`config.mk`:
```
export PLATFORM = sky130hd
export DESIGN_NAME = rmsl_controller
export DESIGN_NICKNAME = d
export VERILOG_FILES = /design/src/hw/rtl/rmsl_pkg.sv /design/src/hw/rtl/rmsl_controller.sv
export SDC_FILE = /design/constraint.sdc
export NUM_CORES = 1
export LEC_CHECK = 0
export BUFFER_PORTS_ARGS = -buffer_cell sky130_fd_sc_hd__buf_2
export CAP_MARGIN = 10
export CORE_MARGIN = 2
export CORE_UTILIZATION = 25
export CTS_BUF_LIST = sky130_fd_sc_hd__clkbuf_4
export CTS_CLUSTER_SIZE = 14
export DETAILED_ROUTE_END_ITERATION = 12
export PLACE_DENSITY = 0.41
export SETUP_SLACK_MARGIN = 0.3
export SYNTH_ARGS = -nofsm -noshare
export SYNTH_HDL_FRONTEND = slang
export SYNTH_SLANG_ARGS = --single-unit
```
`constraint.sdc`:
```
create_clock -name clock -period 2.27 [get_ports clock]
set_input_delay 0.454 -clock clock [delete_from_list [all_inputs] [get_ports clock]]
set_output_delay 0.454 -clock clock [all_outputs]
set_load 0.005 [all_outputs]
```
`src/hw/rtl/rmsl_pkg.sv`:
```
// ----------------------------------------------------------------------------
// rmsl_pkg: shared types and constants
// widths, status codes, register indexes and the controller to datapath
// command and status groups of the running mean / stddev / limits unit
// ----------------------------------------------------------------------------
package rmsl_pkg;

   localparam int SAMPLE_W      = 16;
   localparam int COUNT_W       = 13;
   localparam int SUM_W         = 28;
   localparam int SQSUM_W       = 43;
   localparam int MAX_SAMPLES   = 4096;
   localparam int FRACTION_BITS = 8;

   localparam int MEAN_W   = 24;
   localparam int SD_W     = 24;
   localparam int LIM_W    = 29;
   localparam int STATUS_W = 2;
   localparam int MULT_W   = 4;

   // abs(sum) scaled by the fraction bits, numerator of the mean division
   localparam int ABS_NUM_W = SUM_W + FRACTION_BITS;
   // n*sumsq - sum^2
   localparam int VAR_W     = 55;
   localparam int DIV_NUM_W = VAR_W + 2 * FRACTION_BITS;
   localparam int DEN_W     = 2 * COUNT_W;
   localparam int DIV_STEPS = DIV_NUM_W;

   localparam int SQ_LO_W = 22;
   localparam int SQ_HI_W = SQSUM_W - SQ_LO_W;

   // scaled variance stays below 2^48, so the root fits in 24 bits
   localparam int ROOT_IN_W  = 48;
   localparam int SQRT_STEPS = ROOT_IN_W / 2;

   localparam int ITER_W = $clog2(DIV_STEPS);

   localparam int REQ_DATA_W = 16;
   localparam int RSP_DATA_W = 152;

   localparam int CSR_INDEX_W = 1;
   localparam int CSR_DATA_W  = 4;

   localparam logic [CSR_INDEX_W-1:0] CSR_POP_MODE   = 1'd0;
   localparam logic [CSR_INDEX_W-1:0] CSR_LIMIT_MULT = 1'd1;

   localparam logic [MULT_W-1:0] LIMIT_MULT_RESET = 4'd3;

   localparam logic [STATUS_W-1:0] STATUS_OK      = 2'd0;
   localparam logic [STATUS_W-1:0] STATUS_FEW     = 2'd1;
   localparam logic [STATUS_W-1:0] STATUS_DROPPED = 2'd2;

   typedef struct packed {
      logic accum;
      logic setup;
      logic div_step;
      logic mean_fix;
      logic mul_hi;
      logic var_load;
      logic sqrt_load;
      logic sqrt_step;
      logic lim_mul;
      logic lim_add;
      logic out_load;
   } dp_cmd_type;

   typedef struct packed {
      logic zero_den;
   } dp_status_type;

endpackage

```
`src/hw/rtl/rmsl_controller.sv`:
```
// ----------------------------------------------------------------------------
// rmsl_controller: sequencing state machine
// takes samples while accumulating, steps the datapath through the final
// divisions and square root, and owns the result valid flag
// ----------------------------------------------------------------------------
module rmsl_controller (
   input  logic                    clock,
   input  logic                    reset,
   input  logic                    req_tvalid,
   input  logic                    req_tlast,
   output logic                    req_tready,
   output logic                    rsp_tvalid,
   input  logic                    rsp_tready,
   input  rmsl_pkg::dp_status_type sts,
   output rmsl_pkg::dp_cmd_type    cmd
);

   typedef enum logic [11:0] {
      S_ACCUM     = 12'b0000_0000_0001,
      S_SETUP     = 12'b0000_0000_0010,
      S_DIV_MEAN  = 12'b0000_0000_0100,
      S_MEAN_FIX  = 12'b0000_0000_1000,
      S_MUL_HI    = 12'b0000_0001_0000,
      S_VAR_LOAD  = 12'b0000_0010_0000,
      S_DIV_VAR   = 12'b0000_0100_0000,
      S_SQRT_LOAD = 12'b0000_1000_0000,
      S_SQRT      = 12'b0001_0000_0000,
      S_LIM_MUL   = 12'b0010_0000_0000,
      S_LIM_ADD   = 12'b0100_0000_0000,
      S_FINISH    = 12'b1000_0000_0000
   } state_type;

   state_type                   state_ff, state_in;
   logic [rmsl_pkg::ITER_W-1:0] iter_ff, iter_in;
   logic                        rsp_valid_ff, rsp_valid_in;
   logic                        out_free;

   assign out_free   = !rsp_valid_ff || rsp_tready;
   assign req_tready = (state_ff == S_ACCUM);
   assign rsp_tvalid = rsp_valid_ff;

   always_comb begin
      state_in = state_ff;
      iter_in  = '0;
      cmd      = '0;
      case (state_ff)
         S_ACCUM: begin
            cmd.accum = req_tvalid;
            if (req_tvalid && req_tlast) begin
               state_in = S_SETUP;
            end
         end
         S_SETUP: begin
            cmd.setup = 1'b1;
            state_in  = sts.zero_den ? S_FINISH : S_DIV_MEAN;
         end
         S_DIV_MEAN: begin
            cmd.div_step = 1'b1;
            iter_in      = iter_ff + rmsl_pkg::ITER_W'(1);
            if (iter_ff == rmsl_pkg::ITER_W'(rmsl_pkg::DIV_STEPS - 1)) begin
               state_in = S_MEAN_FIX;
            end
         end
         S_MEAN_FIX: begin
            cmd.mean_fix = 1'b1;
            state_in     = S_MUL_HI;
         end
         S_MUL_HI: begin
            cmd.mul_hi = 1'b1;
            state_in   = S_VAR_LOAD;
         end
         S_VAR_LOAD: begin
            cmd.var_load = 1'b1;
            state_in     = S_DIV_VAR;
         end
         S_DIV_VAR: begin
            cmd.div_step = 1'b1;
            iter_in      = iter_ff + rmsl_pkg::ITER_W'(1);
            if (iter_ff == rmsl_pkg::ITER_W'(rmsl_pkg::DIV_STEPS - 1)) begin
               state_in = S_SQRT_LOAD;
            end
         end
         S_SQRT_LOAD: begin
            cmd.sqrt_load = 1'b1;
            state_in      = S_SQRT;
         end
         S_SQRT: begin
            cmd.sqrt_step = 1'b1;
            iter_in       = iter_ff + rmsl_pkg::ITER_W'(1);
            if (iter_ff == rmsl_pkg::ITER_W'(rmsl_pkg::SQRT_STEPS - 1)) begin
               state_in = S_LIM_MUL;
            end
         end
         S_LIM_MUL: begin
            cmd.lim_mul = 1'b1;
            state_in    = S_LIM_ADD;
         end
         S_LIM_ADD: begin
            cmd.lim_add = 1'b1;
            state_in    = S_FINISH;
         end
         S_FINISH: begin
            // hold until the previous result has left the output register
            if (out_free) begin
               cmd.out_load = 1'b1;
               state_in     = S_ACCUM;
            end
         end
         default: begin
            state_in = S_ACCUM;
         end
      endcase
   end

   always_comb begin
      rsp_valid_in = rsp_valid_ff;
      if (cmd.out_load) begin
         rsp_valid_in = 1'b1;
      end else if (rsp_tready) begin
         rsp_valid_in = 1'b0;
      end
   end

   always_ff @(posedge clock) begin
      if (reset) begin
         state_ff     <= S_ACCUM;
         iter_ff      <= '0;
         rsp_valid_ff <= 1'b0;
      end else begin
         state_ff     <= state_in;
         iter_ff      <= iter_in;
         rsp_valid_ff <= rsp_valid_in;
      end
   end

endmodule
```
==> results of run 1 <==
path summary, 6_finish.rpt:
path | cells after the start | to | slack [ns]
hold / removal | 3 | state_ff[11]$_SDFFE_PP0P_ | 0.39
hold reg to reg | 1 | iter_ff[0]$_SDFF_PP0_ | 0.49
setup / recovery | 3 | cmd[9] | 0.10
setup reg to reg | 4 | state_ff[0]$_SDFFE_PP1P_ | 0.32
cells by family after synthesis:
kind of cell,synth area share [%]
buffers and inverters,4.84
adder cells (fa/ha/maj),2.15
XOR/XNOR,6.02
flip-flops,34.4
AND/OR/NAND/NOR,43.7
AO/OA/AOI/OAI,8.92
cell usage after synthesis (3+ instances only):
cell type,n,area (um^2)
nand2b_1,4,25.0
nor4_1,4,25.0
nor2_1,24,90.1
and3_1,6,37.5
buf_4,3,22.5
xor2_1,6,52.6
nor3_1,3,15.0
nand3_1,4,20.0
nand4_1,6,37.5
nand2_1,4,15.0
a21oi_1,3,15.0
and2_1,3,18.8
inv_1,3,11.3
dfxtp_1,20,400
nor4b_1,4,35.0
buf_2,3,15.0
nor2b_1,5,31.3
metal layers:
layer | GRT usage, % | wire, um
met1 | 16.2 | 1470
met2 | 24.3 | 1690
met3 | 2.92 | 87
met4 | 2.52 | 34
met5 | 0 | 0
cell type report:
type	instances	area, um^2
Fill cell	462	2780
Multi-Input combinational cell	106	796
Sequential cell	20	433
Timing Repair Buffer	40	272
Tap cell	52	65.1
Clock inverter	1	30.0
Clock buffer	3	22.5
Inverter	5	18.8
worst register-to-register path, delay by kind of cell (launching register included):
kind / cells / cell delay, ns
flops: 1 / 0.41
simple gates: 2 / 1.16
compound gates: 2 / 0.32
what timing repair did:
action                                  CTS  global route
endpoints found under the setup margin   12            18
resized for setup                        34             5
pin swaps                                10             4
setup buffers                            16             3
hold buffers                              0             0
per-stage QoR:
step / power, W / std cells
finish: 0.000955 / 227
detailed placement: 0.000575 / 204
global placement: 0.000576 / 204
global route: 0.00101 / 227
CTS: 0.000950 / 224
floorplan: 0.000513 / 137
registers in the layout, summed over array words and instances (netlist names):
name / flops
state_ff: 12
iter_ff: 7
rsp_tvalid: 1
power groups by stage:
stage                     combinational (W)  sequential [W]  clock, W
after floorplan                    0.000135        0.000378         0
after global placement             0.000182        0.000394         0
after detailed placement           0.000182        0.000394         0
after CTS                          0.000255        0.000380  0.000315
after global routing               0.000295        0.000379  0.000334
final                              0.000275        0.000378  0.000302
==> flow_metrics.env, run 1 <==
export IMPL_finish_instance_area_mm2=0.00164
export IMPL_start_kind="flip-flop"
export IMPL_drtIter0Drc=71
export IMPL_critPathSlowestCell="or4_4"
export IMPL_wirelength_mm=3.28
export IMPL_drc_errors=0
export IMPL_fmax_ghz=0.462
export IMPL_crit_start="state_ff[9]$_SDFFE_PP0P_"
export IMPL_status="complete, no violations"
export IMPL_die_x_um=72.2
export IMPL_die_area_mm2=0.00522
export IMPL_synth_cells=137
export IMPL_grt_overflow_total=0
export IMPL_worstSetupPathType="flip-flop to output port"
export IMPL_netlist_area_mm2=0.00116
export IMPL_r2r_start="state_ff[9]$_SDFFE_PP0P_"
export IMPL_power_net_switching_w=0.000268
export IMPL_clk_latency_ns=0.31
export IMPL_antenna_found_initial=0
export IMPL_area_delta_synth_final_pct=40.6
export IMPL_leakage_nw=0.723
export IMPL_tns_ns=0
export IMPL_power_density_mw_per_mm2=583
export IMPL_finalCritPeriodShare_pct=95.4
export IMPL_fin_nets=184
export IMPL_cp_required_ns=1.82
export IMPL_fin_skew_ns=0.00926
export IMPL_cts_tree="done"
export IMPL_path_delay_family="simple AND/OR/NAND/NOR gates"
export IMPL_hold_viol=0
export IMPL_ir_drop_mv=0.238
export IMPL_hold_path_class="input pin to flip-flop"
export IMPL_syn_nets=145
export IMPL_sw_frac_of_total_pct=28.1
export IMPL_vias=1117
export IMPL_yosysSeqAreaShare_pct=34.4
export IMPL_placementRows=24
export IMPL_die_h_um=72.2
export IMPL_start_util_pct=26.4
export IMPL_pre_cts_slack_ns=0.273
export IMPL_final_max_slew_viol_count=0
export IMPL_synth_edff_count=0
export IMPL_grt_usage_pct=13.4
export IMPL_pwr_share_clk_pct=31.6
export IMPL_hp_start="sts"
export IMPL_grt_max_degree=13
export IMPL_p_int_w=0.000686
export IMPL_path_cells="or4_4, nor4_2, buf_2"
export IMPL_worst_pin_slew_ns=0.642
export IMPL_hold_ws_ns=0.390
export IMPL_synth_seq_cells=20
export IMPL_io_buffers=18
export IMPL_detail_route_wl_per_cell_um=14.4
export IMPL_synthArstFlopShare_pct=0
export IMPL_ys_warn_count=0
export IMPL_via_per_inst=4.92
export IMPL_pwr_share_comb_pct=28.8
export IMPL_fin_ws_ns=0.104
export IMPL_grt_pass1_wl_mm=5.48
export IMPL_cts_reportedPaths_clkPinSlew_ns=0.13
export IMPL_dp_hpwl_mm=2.24
export IMPL_ys_flop_type="dfxtp_1"
export IMPL_dr_pass1_iters=4
export IMPL_final_common_cell="nor2_1"
export IMPL_cts_root_buf="clkbuf_4"
export IMPL_slowest_delay_ns=0.55
export IMPL_cp_num_buf_inv=1
export IMPL_arrival_ns=1.71
export IMPL_seq_power_share_pct=39.6
export IMPL_cap_violations=0
export IMPL_ant_nets=0
export IMPL_core_mm2=0.00441
export IMPL_final_core_util_pct=37.1
export IMPL_endpoint_kind="output port"
export IMPL_ios=19
export IMPL_ctsLongestPathBuffers=2
export IMPL_grt_pass1_vias=1138
export IMPL_cts_buffers=3
export IMPL_min_period_ns=2.17
export IMPL_gp_congestion=0.864
export IMPL_relSlewSlack_pct=56.6
export IMPL_cts_sinks=20
export IMPL_rsz0062_at_grt="true"
export IMPL_ys_types=42
export IMPL_antenna_cells=0
export IMPL_critPathMaxFanout=7
export IMPL_place_area_mm2=0.00130
export IMPL_avgSynthCellArea_um2=8.49
export IMPL_drive_above_1_share_pct=46.3
export IMPL_cts_max_level=1
export IMPL_final_cell_mix="nor2_1 (22), buf_4 (21), buf_2 (16)"
export IMPL_setup_violations=0
Power figures use the tool's default switching activity.
==> run 2: changes to the inputs <==
RECOVER_POWER = 100   (was unset)
SLEW_MARGIN = 30   (was unset)
==> flow_metrics.env, run 2 (same netlist as run 1, synthesis figures left out) <==
export IMPL_cts_max_level=1
export IMPL_path_cells="or4_4, nor4_2, buf_2"
export IMPL_drive_above_1_share_pct=45.7
export IMPL_final_common_cell="nor2_1"
export IMPL_dr_pass1_iters=4
export IMPL_hold_viol=0
export IMPL_pwr_share_clk_pct=31.6
export IMPL_grt_pass1_vias=1138
export IMPL_placementRows=24
export IMPL_wirelength_mm=3.28
export IMPL_drtIter0Drc=72
export IMPL_start_util_pct=26.4
export IMPL_start_kind="flip-flop"
export IMPL_detail_route_wl_per_cell_um=14.4
export IMPL_cts_root_buf="clkbuf_4"
export IMPL_cts_buffers=3
export IMPL_cts_reportedPaths_clkPinSlew_ns=0.13
export IMPL_fin_nets=184
export IMPL_vias=1117
export IMPL_sw_frac_of_total_pct=28.1
export IMPL_grt_max_degree=13
export IMPL_fmax_ghz=0.462
export IMPL_finalCritPeriodShare_pct=95.4
export IMPL_worstSetupPathType="flip-flop to output port"
export IMPL_largest_reg_flops=12
export IMPL_fin_skew_ns=0.00926
export IMPL_via_per_inst=4.92
export IMPL_final_cell_mix="nor2_1 (22), buf_4 (21), buf_2 (15)"
export IMPL_grt_pass1_wl_mm=5.48
export IMPL_dp_hpwl_mm=2.24
export IMPL_holdBufCountCts=0
export IMPL_arrival_ns=1.71
export IMPL_status="complete, no violations"
export IMPL_area_delta_synth_final_pct=40.5
export IMPL_ctsLongestPathBuffers=2
export IMPL_ant_nets=0
export IMPL_finalPower_w=0.000955
export IMPL_min_period_ns=2.17
export IMPL_cp_num_buf_inv=1
export IMPL_final_max_slew_viol_count=0
export IMPL_cts_sinks=20
export IMPL_dp_cells=204
export IMPL_critPathSlowestCell="or4_4"
export IMPL_cap_violations=0
export IMPL_pwr_share_comb_pct=28.8
export IMPL_hold_ws_ns=0.390
export IMPL_setup_violations=0
export IMPL_die_h_um=72.2
export IMPL_core_mm2=0.00441
export IMPL_power_net_switching_w=0.000268
export IMPL_worst_pin_slew_ns=0.642
export IMPL_die_area_mm2=0.00522
export IMPL_antenna_cells=0
export IMPL_rsz0062_at_grt="true"
export IMPL_power_density_mw_per_mm2=584
export IMPL_ios=19
export IMPL_seq_power_share_pct=39.6
export IMPL_drc_errors=0
export IMPL_cp_required_ns=1.82
export IMPL_clk_latency_ns=0.31
export IMPL_grt_overflow_total=0
export IMPL_grt_usage_pct=13.4
export IMPL_gp_congestion=0.864
export IMPL_layoutNonFillerInstCount=227
export IMPL_slowest_delay_ns=0.55
export IMPL_regMostFlops="state_ff"
export IMPL_hold_path_class="input pin to flip-flop"
export IMPL_cts_tree="done"
export IMPL_final_core_util_pct=37.0
export IMPL_die_x_um=72.2
export IMPL_critPathMaxFanout=7
export IMPL_antenna_found_initial=0
export IMPL_p_int_w=0.000686
export IMPL_ir_drop_mv=0.238
export IMPL_relSlewSlack_pct=56.6
export IMPL_endpoint_kind="output port"
export IMPL_path_delay_family="simple AND/OR/NAND/NOR gates"
export IMPL_leakage_nw=0.718
export IMPL_io_buffers=18
run 2: worst register-to-register path, delay by kind of cell (launching register included):
family | cells | cell delay, ns
simple gates | 2 | 1.16
flops | 1 | 0.41
compound gates | 2 | 0.32
run 2: repair_timing:
action	in CTS	in global routing
endpoints found under the setup margin	12	18
pin swaps	10	4
resized for setup	34	5
setup buffers	16	3
run 2: per-stage QoR:
step | TNS (ns) | cell area [um^2] | setup WS (ns)
after floorplan | 0 | 1160 | 0.448
after global placement | 0 | 1300 | 0.183
after detailed placement | 0 | 1300 | 0.273
after CTS | 0 | 1600 | 0.0975
after global routing | -0.00469 | 1640 | -0.00264
final | 0 | 1640 | 0.104
run 2: routing by layer:
metal / global-route usage, % / part of all wire [%]
met1: 16.2 / 45
met2: 24.3 / 51
met3: 2.92 / 2.7
met4: 2.52 / 1.0
met5: 0 / 0
run 2: area by class of cell:
class | instances | area (um^2)
clock buffers | 3 | 22.5
clock inverters | 1 | 30.0
fillers | 462 | 2780
inverters | 5 | 18.8
multi-input cells | 106 | 796
flip-flops and latches | 20 | 433
well taps | 52 | 65.1
repair buffers | 40 | 270
run 2: power by group through the flow:
stage	Clock (W)	Combinational, W	Sequential (W)
2_1_floorplan	0	0.000135	0.000378
3_3_place_gp	0	0.000182	0.000394
3_5_place_dp	0	0.000182	0.000394
4_1_cts	0.000315	0.000255	0.000380
5_1_grt	0.000334	0.000295	0.000379
6_report	0.000302	0.000275	0.000378
run 2: final timing paths:
path | startpoint | to | slack, ns | depth (start not counted)
max | state_ff[9]$_SDFFE_PP0P_ | cmd[9] | 0.10 | 3
min | sts | state_ff[11]$_SDFFE_PP0P_ | 0.39 | 3
max reg2reg | state_ff[9]$_SDFFE_PP0P_ | state_ff[0]$_SDFFE_PP1P_ | 0.32 | 4
min reg2reg | iter_ff[0]$_SDFF_PP0_ | iter_ff[0]$_SDFF_PP0_ | 0.49 | 1
